$ cat src/hw/rtl/byte_level_token_decoder_assert.svh
// ----------------------------------------------------------------------------
// Byte-level token decoder assertion macros
// Shorthand for clocked concurrent assertions used in the RTL.
// ----------------------------------------------------------------------------
`ifndef BYTE_LEVEL_TOKEN_DECODER_ASSERT_SVH
`define BYTE_LEVEL_TOKEN_DECODER_ASSERT_SVH

// Assertion that is switched off while reset is high
`define BLTD_ASSERT(lbl, clk, rst, prop, msg) \
   lbl: assert property (@(posedge clk) disable iff (rst) prop) else $error(msg);

// Assertion that is also checked during reset
`define BLTD_ASSERT_ALWAYS(lbl, clk, prop, msg) \
   lbl: assert property (@(posedge clk) prop) else $error(msg);

`endif

$ cat src/hw/rtl/bltd_pkg.sv
// ----------------------------------------------------------------------------
// bltd_pkg
// Types, constants and the code point mapping for the byte-level decoder.
// ----------------------------------------------------------------------------
`default_nettype none

package bltd_pkg;

   localparam int unsigned CP_WIDTH    = 21;
   localparam int unsigned COUNT_WIDTH = 16;

   localparam logic [COUNT_WIDTH-1:0] OUTPUT_LIMIT_RESET = 16'hFFFF;
   localparam logic [CP_WIDTH-1:0]    REPLACEMENT_CHAR   = 21'h00FFFD;

   // Lead byte classes: mask and expected pattern
   localparam logic [7:0] LEAD2_MASK = 8'hE0;
   localparam logic [7:0] LEAD2_PAT  = 8'hC0;
   localparam logic [7:0] LEAD3_MASK = 8'hF0;
   localparam logic [7:0] LEAD3_PAT  = 8'hE0;
   localparam logic [7:0] LEAD4_MASK = 8'hF8;
   localparam logic [7:0] LEAD4_PAT  = 8'hF0;
   localparam logic [7:0] CONT_MASK  = 8'h3F;

   // Continuation bytes still owed to the open character
   localparam logic [1:0] OWE_NONE  = 2'd0;
   localparam logic [1:0] OWE_ONE   = 2'd1;
   localparam logic [1:0] OWE_TWO   = 2'd2;
   localparam logic [1:0] OWE_THREE = 2'd3;

   localparam logic [CP_WIDTH-1:0] REMAP_BASE = 21'd256;
   localparam logic [CP_WIDTH-1:0] REMAP_END  = 21'd324;
   localparam logic [6:0]          REMAP_LOW_LAST = 7'd32;
   localparam logic [6:0]          REMAP_MID_LAST = 7'd66;
   localparam logic [7:0]          REMAP_MID_ADD  = 8'd94;
   localparam logic [7:0]          REMAP_SOFT_HYPHEN = 8'd173;

   typedef struct packed {
      logic       hit;
      logic [7:0] raw;
   } bltd_map_type;

   typedef struct packed {
      logic                   emit;
      logic [7:0]             out_byte;
      logic                   token_end;
      logic [COUNT_WIDTH-1:0] byte_count;
   } bltd_result_type;

   // Map a finished code point back to its raw byte
   function automatic bltd_map_type map_codepoint(input logic [CP_WIDTH-1:0] cp);
      bltd_map_type        res;
      logic [CP_WIDTH-1:0] off;
      logic [6:0]          n;
      res = '0;
      off = cp - REMAP_BASE;
      n   = off[6:0];
      if (cp < REMAP_BASE) begin
         res.hit = 1'b1;
         res.raw = cp[7:0];
      end else if (cp < REMAP_END) begin
         res.hit = 1'b1;
         if (n <= REMAP_LOW_LAST) begin
            res.raw = {1'b0, n};
         end else if (n <= REMAP_MID_LAST) begin
            res.raw = {1'b0, n} + REMAP_MID_ADD;
         end else begin
            res.raw = REMAP_SOFT_HYPHEN;
         end
      end
      return res;
   endfunction

endpackage

`default_nettype wire

$ cat src/hw/rtl/bltd_step.sv
// ----------------------------------------------------------------------------
// bltd_step
// Per-byte UTF-8 accumulate, code point remap and per-token byte count.
// ----------------------------------------------------------------------------
`default_nettype none

module bltd_step
   import bltd_pkg::*;
(
   input  wire logic                   clock,
   input  wire logic                   reset,
   input  wire logic                   advance,
   input  wire logic [7:0]             in_byte,
   input  wire logic                   last_byte,
   input  wire logic [COUNT_WIDTH-1:0] output_limit,
   output bltd_result_type             result
);

   logic [1:0]             remaining_ff, remaining_in;
   logic [CP_WIDTH-1:0]    accum_ff, accum_in;
   logic [COUNT_WIDTH-1:0] written_ff, written_in;

   logic                   done;
   logic [CP_WIDTH-1:0]    accum_step;
   logic [1:0]             remaining_step;
   bltd_map_type           mapped;
   logic                   emit;

   always_comb begin
      done           = 1'b0;
      accum_step     = accum_ff;
      remaining_step = remaining_ff;
      if (remaining_ff != OWE_NONE) begin
         // shift six payload bits in, continuation marker is not checked
         accum_step     = {accum_ff[CP_WIDTH-7:0], in_byte[5:0] & CONT_MASK[5:0]};
         remaining_step = remaining_ff - 2'd1;
         done           = (remaining_ff == OWE_ONE);
      end else if (!in_byte[7]) begin
         accum_step = {13'd0, in_byte};
         done       = 1'b1;
      end else if ((in_byte & LEAD2_MASK) == LEAD2_PAT) begin
         accum_step     = {16'd0, in_byte[4:0]};
         remaining_step = OWE_ONE;
      end else if ((in_byte & LEAD3_MASK) == LEAD3_PAT) begin
         accum_step     = {17'd0, in_byte[3:0]};
         remaining_step = OWE_TWO;
      end else if ((in_byte & LEAD4_MASK) == LEAD4_PAT) begin
         accum_step     = {18'd0, in_byte[2:0]};
         remaining_step = OWE_THREE;
      end else begin
         accum_step = REPLACEMENT_CHAR;
         done       = 1'b1;
      end
      // finish a cut-short character with the bits gathered so far
      if (last_byte) begin
         done = 1'b1;
      end
   end

   assign mapped = map_codepoint(accum_step);
   assign emit   = done && mapped.hit && (written_ff < output_limit);

   always_comb begin
      remaining_in = remaining_step;
      accum_in     = accum_step;
      written_in   = written_ff;
      if (done) begin
         remaining_in = OWE_NONE;
         accum_in     = '0;
      end
      if (emit) begin
         written_in = written_ff + 16'd1;
      end
   end

   assign result.emit       = emit;
   assign result.out_byte   = emit ? mapped.raw : 8'd0;
   assign result.token_end  = last_byte;
   assign result.byte_count = written_in;

   always_ff @(posedge clock) begin
      if (reset) begin
         remaining_ff <= OWE_NONE;
         accum_ff     <= '0;
         written_ff   <= '0;
      end else if (advance) begin
         if (last_byte) begin
            remaining_ff <= OWE_NONE;
            accum_ff     <= '0;
            written_ff   <= '0;
         end else begin
            remaining_ff <= remaining_in;
            accum_ff     <= accum_in;
            written_ff   <= written_in;
         end
      end
   end

endmodule

`default_nettype wire

$ cat src/hw/rtl/byte_level_token_decoder.sv
// ----------------------------------------------------------------------------
// byte_level_token_decoder
// A byte is held in the input register, then in the result register.
// Throughput: one byte per cycle while the result is not stalled; the byte
// decode sits between the two registers, and both advance together.
// Reset (synchronous): clears both stages, the open character and the byte
// count, and sets the output limit to 65535.
// ----------------------------------------------------------------------------
`default_nettype none

`include "byte_level_token_decoder_assert.svh"

module byte_level_token_decoder
   import bltd_pkg::*;
(
   input  wire logic        clock,
   input  wire logic        reset,
   // request stream
   input  wire logic        req_tvalid,
   output logic             req_tready,
   input  wire logic [7:0]  req_tdata,   // [7:0] in_byte
   input  wire logic        req_tlast,   // last_byte
   // result stream
   output logic             rsp_tvalid,
   input  wire logic        rsp_tready,
   output logic [23:0]      rsp_tdata,   // [7:0] out_byte, [23:8] byte_count
   output logic             rsp_tlast,   // token_end
   output logic             rsp_tuser,   // emit
   // configuration
   input  wire logic        csr_we,
   input  wire logic [15:0] csr_wdata    // output_limit
);

   logic                   in_valid_ff;
   logic [7:0]             in_byte_ff;
   logic                   in_last_ff;
   logic                   out_valid_ff;
   bltd_result_type        out_ff;
   logic [COUNT_WIDTH-1:0] limit_ff;
   logic                   advance;
   bltd_result_type        step_result;

   // advance the held byte whenever the result register is free or draining
   assign advance    = in_valid_ff && (!out_valid_ff || rsp_tready);
   assign req_tready = !in_valid_ff || advance;

   always_ff @(posedge clock) begin
      if (reset) begin
         limit_ff <= OUTPUT_LIMIT_RESET;
      end else if (csr_we) begin
         limit_ff <= csr_wdata;
      end
   end

   always_ff @(posedge clock) begin
      if (reset) begin
         in_valid_ff <= 1'b0;
      end else if (req_tready) begin
         in_valid_ff <= req_tvalid;
      end
   end

   always_ff @(posedge clock) begin
      if (req_tready && req_tvalid) begin
         in_byte_ff <= req_tdata;
         in_last_ff <= req_tlast;
      end
   end

   bltd_step u_step (
      .clock        (clock),
      .reset        (reset),
      .advance      (advance),
      .in_byte      (in_byte_ff),
      .last_byte    (in_last_ff),
      .output_limit (limit_ff),
      .result       (step_result)
   );

   always_ff @(posedge clock) begin
      if (reset) begin
         out_valid_ff <= 1'b0;
      end else if (advance) begin
         out_valid_ff <= 1'b1;
      end else if (rsp_tready) begin
         out_valid_ff <= 1'b0;
      end
   end

   always_ff @(posedge clock) begin
      if (advance) begin
         out_ff <= step_result;
      end
   end

   assign rsp_tvalid = out_valid_ff;
   assign rsp_tdata  = {out_ff.byte_count, out_ff.out_byte};
   assign rsp_tlast  = out_ff.token_end;
   assign rsp_tuser  = out_ff.emit;

   `BLTD_ASSERT_ALWAYS(a_reset_empties, clock, reset |=> !rsp_tvalid, "result valid after reset")
   `BLTD_ASSERT(a_drop_zero_byte, clock, reset,
      (rsp_tvalid && !rsp_tuser) |-> (rsp_tdata[7:0] == 8'd0), "dropped item carries data")
   `BLTD_ASSERT(a_emit_counts, clock, reset,
      (rsp_tvalid && rsp_tuser) |-> (rsp_tdata[23:8] != 16'd0), "emitted byte not counted")
   `BLTD_ASSERT(a_input_holds, clock, reset,
      (in_valid_ff && !advance) |=> (in_valid_ff && $stable(in_byte_ff)), "held byte lost")

endmodule

`default_nettype wire
$ cat config.mk
export PLATFORM = sky130hd
export DESIGN_NAME = byte_level_token_decoder
export DESIGN_NICKNAME = d
export VERILOG_FILES = /design/src/hw/rtl/bltd_pkg.sv /design/src/hw/rtl/bltd_step.sv /design/src/hw/rtl/byte_level_token_decoder.sv
export VERILOG_INCLUDE_DIRS = /design/src /design/src/hw/rtl
export SDC_FILE = /design/constraint.sdc
export NUM_CORES = 1
export LEC_CHECK = 0
export BUFFER_PORTS_ARGS = -buffer_cell sky130_fd_sc_hd__buf_2
export CORE_ASPECT_RATIO = 0.5
export CORE_UTILIZATION = 50
export DETAILED_ROUTE_END_ITERATION = 6
export GPL_TIMING_DRIVEN = 0
export PLACE_DENSITY = 0.79
export REMOVE_ABC_BUFFERS = 1
export SETUP_SLACK_MARGIN = 0.5
export SYNTH_ARGS = -nofsm -noshare
export SYNTH_HDL_FRONTEND = slang
export SYNTH_SLANG_ARGS = --single-unit
$ cat constraint.sdc
create_clock -name clock -period 3.01 [get_ports clock]
set_input_delay 0 -clock clock [delete_from_list [all_inputs] [get_ports clock]]
set_output_delay 0 -clock clock [all_outputs]
set_load 0.03 [all_outputs]
# Word level (Yosys, flattened, before mapping)
# Cells that the tools add are included.
dict set report totals {
  register_bits 86
  output_inout_bits 28
}
dict set report classes {
  magnitude_cmp 5
  mux 28
  n_eq_ne 4
  add_sub_neg 4
  n_reduce_logical 13
}
# op n
set ops {}
lappend ops {{21-bit two-way mux} 4}
lappend ops {{16-bit two-way mux} 3}
lappend ops {{21-bit by 9-bit < comparator with 1-bit output, second input constant} 2}
lappend ops {{15-bit two-way mux} 2}
lappend ops {{9-bit two-way mux} 2}
lappend ops {{16-bit by 1-bit adder with 16-bit output, second input constant} 1}
lappend ops {{16-bit < comparator} 1}
lappend ops {{8-bit two-way mux} 2}
lappend ops {{2-bit two-way mux} 7}
lappend ops {{7-bit by 7-bit adder with 8-bit output, second input constant} 1}
lappend ops {{1-bit two-way mux} 8}
lappend ops {{7-bit by 6-bit <= comparator with 1-bit output, second input constant} 1}
lappend ops {{7-bit <= comparator, second input constant} 1}
lappend ops {{7-bit by 1-bit subtractor with 7-bit output, second input constant} 1}
lappend ops {{6-bit nonzero test} 1}
lappend ops {{5-bit == test, second input constant} 1}
lappend ops {{4-bit == test, second input constant} 1}
lappend ops {{1-bit logical AND} 4}
lappend ops {{2-bit nonzero test} 2}
lappend ops {{4-bit nonzero test} 1}
lappend ops {{3-bit == test, second input constant} 1}
lappend ops {{3-bit AND reduction} 1}
lappend ops {{2-bit by 1-bit == test with 1-bit output, second input constant} 1}
lappend ops {{1-bit zero test} 2}
lappend ops {{2 further kinds} 3}

# Logic depth before layout (Yosys ltp)
# Gate-level depths: netlist of the first run.
dict set report logic_depth {
  depth_word 16
  depth_mapped 12
}

# By module
# Synthesis of the first run repeated with hierarchy kept, for this count alone.
dict set report unflattened {
  hier_cells 464
  area_unflattened_um2 4501.8
}
# mod cells_each area_per_inst_um2 instances
set by_module_without_submodules {}
lappend by_module_without_submodules {bltd_step 366 2766.4 1}
lappend by_module_without_submodules {byte_level_token_decoder 98 1735.4 1}

# Worst setup path after synthesis of the first run
# No wires, ideal clock.
dict set report synth_path {
  path_type {register to register}
  start {register in_byte_ff[5]}
  end {register out_ff (netlist bit rsp_tdata[3]), data pin}
  arrival_time_ns 2.706
  slack_ns 0.050
  n_path_buf 1
  stages_incl_launch_ff 12
  synth_period_minus_slack_ns 2.960
  setup_time_ns 0.254
  path_cell_list {edfxtp_1 and3_1 buf_2 o21ai_0 nor2b_1 ha_1 nor2_1 a2111oi_0 a22oi_1 a211oi_1 a31oi_1 o21a_1}
}
dict set report synth_via {
  elab_chain_len 12
  elab_cells_between_ends 26
  cone_classes {add/sub (2); order compare (4); eq/ne (3); mux (15); reduce/logical (2)}
}
# element line_no
set synth_lines {}
lappend synth_lines {{start: declaration} byte_level_token_decoder.sv:35} ;# logic [7:0] in_byte_ff;
lappend synth_lines {{start signal: assignment} byte_level_token_decoder.sv:65} ;# in_byte_ff <= req_tdata;
lappend synth_lines {{5-bit == test} bltd_step.sv:47} ;# end else if ((in_byte & LEAD4_MASK) == LEAD4_PAT) begin
lappend synth_lines {{16-bit two-way mux} bltd_step.sv:47}
lappend synth_lines {{21-bit two-way mux} bltd_step.sv:44} ;# end else if ((in_byte & LEAD3_MASK) == LEAD3_PAT) begin
lappend synth_lines {{21-bit two-way mux} bltd_step.sv:41} ;# end else if ((in_byte & LEAD2_MASK) == LEAD2_PAT) begin
lappend synth_lines {{21-bit two-way mux} bltd_step.sv:38} ;# end else if (!in_byte[7]) begin
lappend synth_lines {{21-bit two-way mux} bltd_step.sv:33} ;# if (remaining_ff != OWE_NONE) begin
lappend synth_lines {{7-bit by 1-bit subtractor with 7-bit output} bltd_pkg.sv:55} ;# off = cp - REMAP_BASE;
lappend synth_lines {{7-bit by 7-bit adder with 8-bit output or 7-bit <= comparator (tied branches)} {bltd_pkg.sv:65, bltd_pkg.sv:64}}
lappend synth_lines {{8-bit two-way mux} bltd_pkg.sv:64} ;# end else if (n <= REMAP_MID_LAST) begin
lappend synth_lines {{8-bit two-way mux} bltd_pkg.sv:62} ;# if (n <= REMAP_LOW_LAST) begin
lappend synth_lines {{9-bit two-way mux} bltd_pkg.sv:60} ;# end else if (cp < REMAP_END) begin
lappend synth_lines {{9-bit two-way mux} bltd_pkg.sv:57} ;# if (cp < REMAP_BASE) begin
lappend synth_lines {{end signal: assignment} byte_level_token_decoder.sv:92} ;# out_ff <= step_result;
lappend synth_lines {{end: declaration} byte_level_token_decoder.sv:38} ;# bltd_result_type out_ff;
# Several ways; a longest one is shown, not always the timed one.
# A chain may end at the register's enable or synchronous reset.

# Worst setup path in the final report of the first run
dict set report layout_path {
  start {register in_byte_ff[7]}
  end {register out_ff (netlist bit rsp_tdata[4]), data pin}
}
# The elaborated chain is that of the path after synthesis.

==> results of run 1 <==
## tightest hold or removal path, cell delays in order
cell and delay, ns:
buf_2 0.26, nand2_1 0.12, o211ai_1 0.07
## where the power goes
group	switching [mW]	internal [mW]	leakage, nW
Clock	0.469	0.713	0.153
Combinational	0.275	0.189	1.65
Sequential	0.0245	1.26	0.755
## layout make-up
type	count	share of cell area, %
clock buffers	11	4.37
clock inverters	5	0.911
inverters	25	1.66
multi-input cells	348	41.0
flip-flops and latches	86	34.4
well taps	112	2.32
repair buffers	128	15.3
repair inverters	1	0.124
## Yosys cell counts, types with 2 or more instances
cell type   n  share of area [%]
a211oi_1    6                1.0
and4_1      2               0.39
nor2_1     43                3.6
and3_1     13                1.8
xor2_1     11                2.2
nand2b_1    3               0.42
nor4b_1     3               0.59
a31oi_1    13                1.8
edfxtp_1   35                 24
buf_1       3               0.25
nand3_1     8               0.90
o2111ai_1   4               0.78
dfxtp_1    51                 23
a22oi_1     7                1.2
or2_2       2               0.28
buf_2       4               0.45
clkbuf_1   18                1.5
inv_1      24                2.0
buf_6       2               0.50
a211o_1     2               0.39
o21ai_0    25                2.8
nor3b_1     3               0.50
ha_1       18                5.0
nor2b_1    15                2.1
a21o_1      4               0.67
or2_1       2               0.28
o211ai_1   20                3.4
o221ai_1    2               0.39
and2_1      4               0.56
xnor2_1     4               0.78
nand4_1     4               0.56
or3_1       4               0.56
nor4_1      5               0.70
nand2_1    56                4.7
or4_1      13                2.2
mux2i_1     3               0.67
nor3_1      8               0.90
a21oi_1    20                2.2
## worst paths after layout
path,cells past startpoint,slack (ns),end
worst max-delay path,12,0.41,rsp_tdata[4]
worst min-delay path,3,0.15,limit_ff[13]
worst max register to register,12,0.41,rsp_tdata[4]
worst min register to register,2,0.49,limit_ff[12]
## sequential cells by signal, summed over array words and instances, names as in the netlist
| register | cells |
|---|---|
| u_step.remaining_ff | 2 |
| in_byte_ff | 8 |
| u_step.accum_ff | 15 |
| u_step.written_ff | 16 |
| in_last_ff | 1 |
| rsp_tvalid | 1 |
| rsp_tlast | 1 |
| limit_ff | 16 |
| in_valid_ff | 1 |
| rsp_tuser | 1 |
| rsp_tdata | 24 |
## what timing repair did
action | CTS | global route
gates resized for setup | 26 | 41
pin swaps | 10 | 35
hold buffers | 27 | 0
buffers inserted | 21 | 23
endpoints found under the setup margin | 81 | 24
endpoints found under the hold margin | 27 | 0
cloned | 4 | 0
## cell families after synthesis
logic type	synth area share [%]
adder cells (fa/ha/maj)	5.04
AO/OA/AOI/OAI	18.2
AND/OR/NAND/NOR	22.0
buffers and inverters	4.81
multiplexers	0.672
flip-flops	46.3
XOR/XNOR	2.94
## cell usage in the layout, fill, tap and decap left out, types with 3 or more instances in the layout
cell type,instances
a211oi_1,3
xor2_1,11
buf_2,57
edfxtp_1,35
ha_1,16
o2111ai_1,3
a211oi_2,3
o211ai_1,20
and2_1,4
nand4_1,4
nand3_1,8
dfxtp_2,7
clkinvlp_4,4
and3_1,12
a31oi_1,12
buf_6,3
dfxtp_1,44
or4_1,8
buf_4,39
nor2b_1,14
clkbuf_16,10
a22oi_1,6
nand2_2,3
or3_1,4
nor3_1,8
or4_4,5
inv_1,21
o211ai_4,4
mux2i_1,3
xnor2_1,4
nor4_1,5
nand2_1,53
a21oi_1,18
o21ai_0,22
nor2_1,42
dlygate4sd3_1,27
a21o_1,4
## layer usage
metal  part of all wire [%]  global-route usage (%)  up-vias  wire length (µm)
met5                      0                       0        -                 0
li1                       -                       -     2008                 -
met1                     40                    32.1     2034              5340
met2                     48                    44.3      248              6460
met3                    8.8                    8.19       66              1180
met4                    3.7                    13.3        0               497
## per-stage QoR
step	cells	total power [mW]	area, µm²
global route	716	3.01	6050
floorplan	456	1.49	4350
finish	716	2.93	6050
detailed placement	625	1.59	4780
CTS	693	2.83	5680
global placement	625	1.59	4780
==> impl_metrics.yaml, run 1 <==
critical_path:
  endpoint_kind: "flop"
  crit_fanout: 6
  cpMostUsedCell: "buf_4"
  r2r-start: "in_byte_ff[7]"
  crit_chain: "buf_4 > nor3b_4 > o21ai_4 > nor2b_4 > ha_4 > nor2_2 > a2111oi_4 > a22oi_2 > a211oi_2 > buf_4 > nand2_1 > a31oi_1"
  cp_slowest_stage_delay_ns: 0.50
  crit_type: "flop to flop"
  crit_buf_inv: 2
  worstSetupStartpointType: "flop"
  crit_family: "compound AO/OA/AOI/OAI gates"
  arrival_ns: 2.79
  cp.required_ns: 3.20
  critPathSlowestCell: "edfxtp_1"
  critPathLaunch: "in_byte_ff[7]"
detailed_routing:
  antenna_left: 0
  drc: 0
  dr.pass1.iters: 5
  routed_wl_um: 13500
  wl_per_cell_um: 18.8
  vias: 4356
  drt_iter0_markers: 658
  routed_via_density: 6.08
timing:
  tightest_slew_ns: 0.804
  clock_skew_ns: 0.00899
  timing.fmax_mhz: 384
  slew_headroom_pct: 46.4
  finalCriticalPeriod_ns: 2.60
  rsz0062_at_grt: "yes"
  final-setup-viol-count: 0
  drv_slew: 0
  setup_tns_ns: 0
  fin_ws_ns: 0.406
  holdWs_ns: 0.150
  period_share_pct: 86.5
  hold_violations: 0
min_path:
  worstHoldPathType: "input pin to flop"
  worstHoldStart: "csr_we"
clock_tree:
  htree_levels: 3
  clockBufferDepth: 2
  clk_pin_slew_worst_paths_ns: 0.07
  clock-root-buffer: "clkbuf_16"
  cts_buffers: 9
  worstSkewPairLatency_ns: 0.35
  cts_tree: "done"
  cts_sinks: 86
layout:
  fin_util_pct: 72.7
  drive_above_1_share_pct: 27.6
  diodes: 0
  fill_cells: 528
  fin_nets: 647
  seq_area_mm2: 0.00208
  syn_to_final_growth_pct: 35.2
  multiInputGateArea_mm2: 0.00248
power_and_ir_drop:
  peakVddDrop_mv: 0.293
  powerDensity_mw_per_mm2: 485
  leakage_nw: 2.56
die:
  initial_utilization_pct: 53.8
  die_y_um: 68.9
  io_pins: 58
  die_x_um: 136
  die-area_mm2: 0.00935
  coreArea_mm2: 0.00832
  num_rows: 23
logic_synthesis:
  ys_types: 57
  yosys_warnings: 0
  synth_ff_type: "dfxtp_1"
  async_flop_share_pct: 0
  ys_seq_elements: 86
  syn-mean-instance-area_um2: 9.26
  synth_area_mm2: 0.00447
  synth_edf_count: 35
  syn-instance-count: 483
  ys_seq_area_share_pct: 46.3
run:
  drv_cap: 0
global_route:
  grt_usage_pct: 26.7
  antenna_found_initial: 0
  grt.overflow.total: 0
  grt_pass1_vias: 3870
  grt_max_degree: 41
  grt_pass1_wl_um: 18700
placed_design:
  pre_cts_slack_ns: -1.32
  io_buffers: 57
  dp_hpwl_um: 6520
  gp_congestion: 0.904
status:
  status: "completed"
No activity file was read; power rests on OpenSTA's default activity.
==> run 2: changes to the inputs <==
Settings changed: BUFFER_PORTS_ARGS -buffer_cell sky130_fd_sc_hd__buf_2 to not set, DONT_BUFFER_PORTS set to 1, PLACE_DENSITY 0.79 to 0.74.
==> run 2 against run 1 <==
Wire length shrank 1.5%. Global-route usage shrank 0.51 points. Critical path depth shrank 4. Worst setup slack lost 0.027 ns. Highest routed layer is now met5. Clock power shrank 16%. Critical endpoint is now u_step.written_ff[14]. Critical path type unchanged. Final area shrank 4.8%. Largest power group unchanged. Final cell count shrank 7.7%.
==> impl_metrics.yaml, run 2 (synthesized netlist as in run 1, its figures left out) <==
critical_path:
  crit_type: "flop to flop"
  endpoint_kind: "flop"
  cp.required_ns: 3.29
  arrival_ns: 2.91
  worstSetupStartpointType: "flop"
  crit_fanout: 6
die:
  die_y_um: 68.9
  io_pins: 58
  die-area_mm2: 0.00935
  num_rows: 23
  initial_utilization_pct: 53.8
  die_x_um: 136
  coreArea_mm2: 0.00832
clock_tree:
  htree_levels: 3
  clk_pin_slew_worst_paths_ns: 0.06
  clock-root-buffer: "clkbuf_16"
  cts_buffers: 9
  clockBufferDepth: 2
  worstSkewPairLatency_ns: 0.34
  cts_sinks: 86
  cts_tree: "done"
detailed_routing:
  dr.pass1.iters: 7
  antenna_left: 0
  routed_wl_um: 13300
  wl_met1_um: 5500
  top_layer_used: "met5"
  met3_length_um: 1300
  drc: 0
  wl_met2_um: 6030
  wl_per_cell_um: 20.1
  drt_iter0_markers: 529
  routed_via_density: 6.35
  vias: 4197
global_route:
  grt_usage_pct: 26.2
  grt_max_degree: 39
  grt_pass1_vias: 3490
  grt.overflow.total: 0
  grt_pass1_wl_um: 18100
  antenna_found_initial: 1
min_path:
  worstHoldPathType: "input pin to flop"
layout:
  drive_above_1_share_pct: 19.7
  syn_to_final_growth_pct: 28.8
  largest_reg_flops: 24
  fin_util_pct: 69.2
  fin_nets: 592
  final_common_cell: "nand2_1"
  final_cell_mix: "52 x nand2_1, 47 x dfxtp_1, 37 x nor2_1"
  final_cells: 661
  diodes: 0
  fill_cells: 591
  final_cell_area_mm2: 0.00576
timing:
  holdWs_ns: 0.0697
  drv_slew: 0
  finalCriticalPeriod_ns: 2.63
  setup_tns_ns: 0
  period_share_pct: 87.4
  fin_ws_ns: 0.379
  final-setup-viol-count: 0
  clock_skew_ns: 0.00489
  timing.fmax_mhz: 380
  tightest_slew_ns: 1.02
  rsz0062_at_grt: "yes"
  slew_headroom_pct: 32.0
  hold_violations: 0
placed_design:
  dp_hpwl_um: 6420
  dpl_cell_area_mm2: 0.00449
  dp_cells: 568
  io_buffers: 0
  gp_congestion: 0.843
  pre_cts_slack_ns: -1.56
power_and_ir_drop:
  leakage_nw: 2.29
  peakVddDrop_mv: 0.315
  total_power_mw: 2.71
  powerDensity_mw_per_mm2: 471
status:
  status: "completed"
run:
  drv_cap: 0
run 2: critical path, stage by stage, from the launching register on:
cell and delay (ns):
edfxtp_1 0.44, buf_6 0.17, or2_4 0.26, a2111o_1 0.44
a22oi_4 0.30, buf_6 0.20, o2111ai_4 0.12, or4_1 0.54
nand3_1 0.09
run 2: where the power goes:
group          internal, mW  switching (mW)
logic                 0.157           0.229
clock network         0.554           0.442
registers              1.26          0.0642
run 2: path summary, 6_finish.rpt:
path	slack (ns)	cells after the start	endpoint	startpoint
worst min register to register	0.49	2	limit_ff[9]	limit_ff[9]
worst min-delay path	0.07	2	u_step.written_ff[0]	reset
worst max-delay path	0.38	8	u_step.written_ff[14]	in_byte_ff[5]
worst max register to register	0.38	8	u_step.written_ff[14]	in_byte_ff[5]
run 2: area by class of cell:
type                            instances  area, µm²  area share, %
Timing Repair inverter                  1       7.51          0.130
Multi-Input combinational cell        351       2550           44.2
Clock inverter                          3       12.5          0.217
Inverter                               25       97.6           1.69
Tap cell                              112        140           2.43
Sequential cell                        86       2080           36.1
Clock buffer                           13        240           4.17
Timing Repair Buffer                   70        637           11.1
run 2: routing by layer:
metal  up-vias  GRT usage (%)
li1       1915              -
met1      1943           32.5
met2       281           42.4
met3        56           8.92
met4         2           10.4
met5         -              0
run 2: repair_timing:
| action | 4_1_cts | 5_1_grt |
|---|---|---|
| pin swaps | 6 | 29 |
| endpoints found under the hold margin | 60 | 0 |
| endpoints found under the setup margin | 84 | 47 |
| cloned | 3 | 4 |
| resized for setup | 28 | 50 |
| hold buffers | 30 | 0 |
| buffers inserted | 20 | 20 |
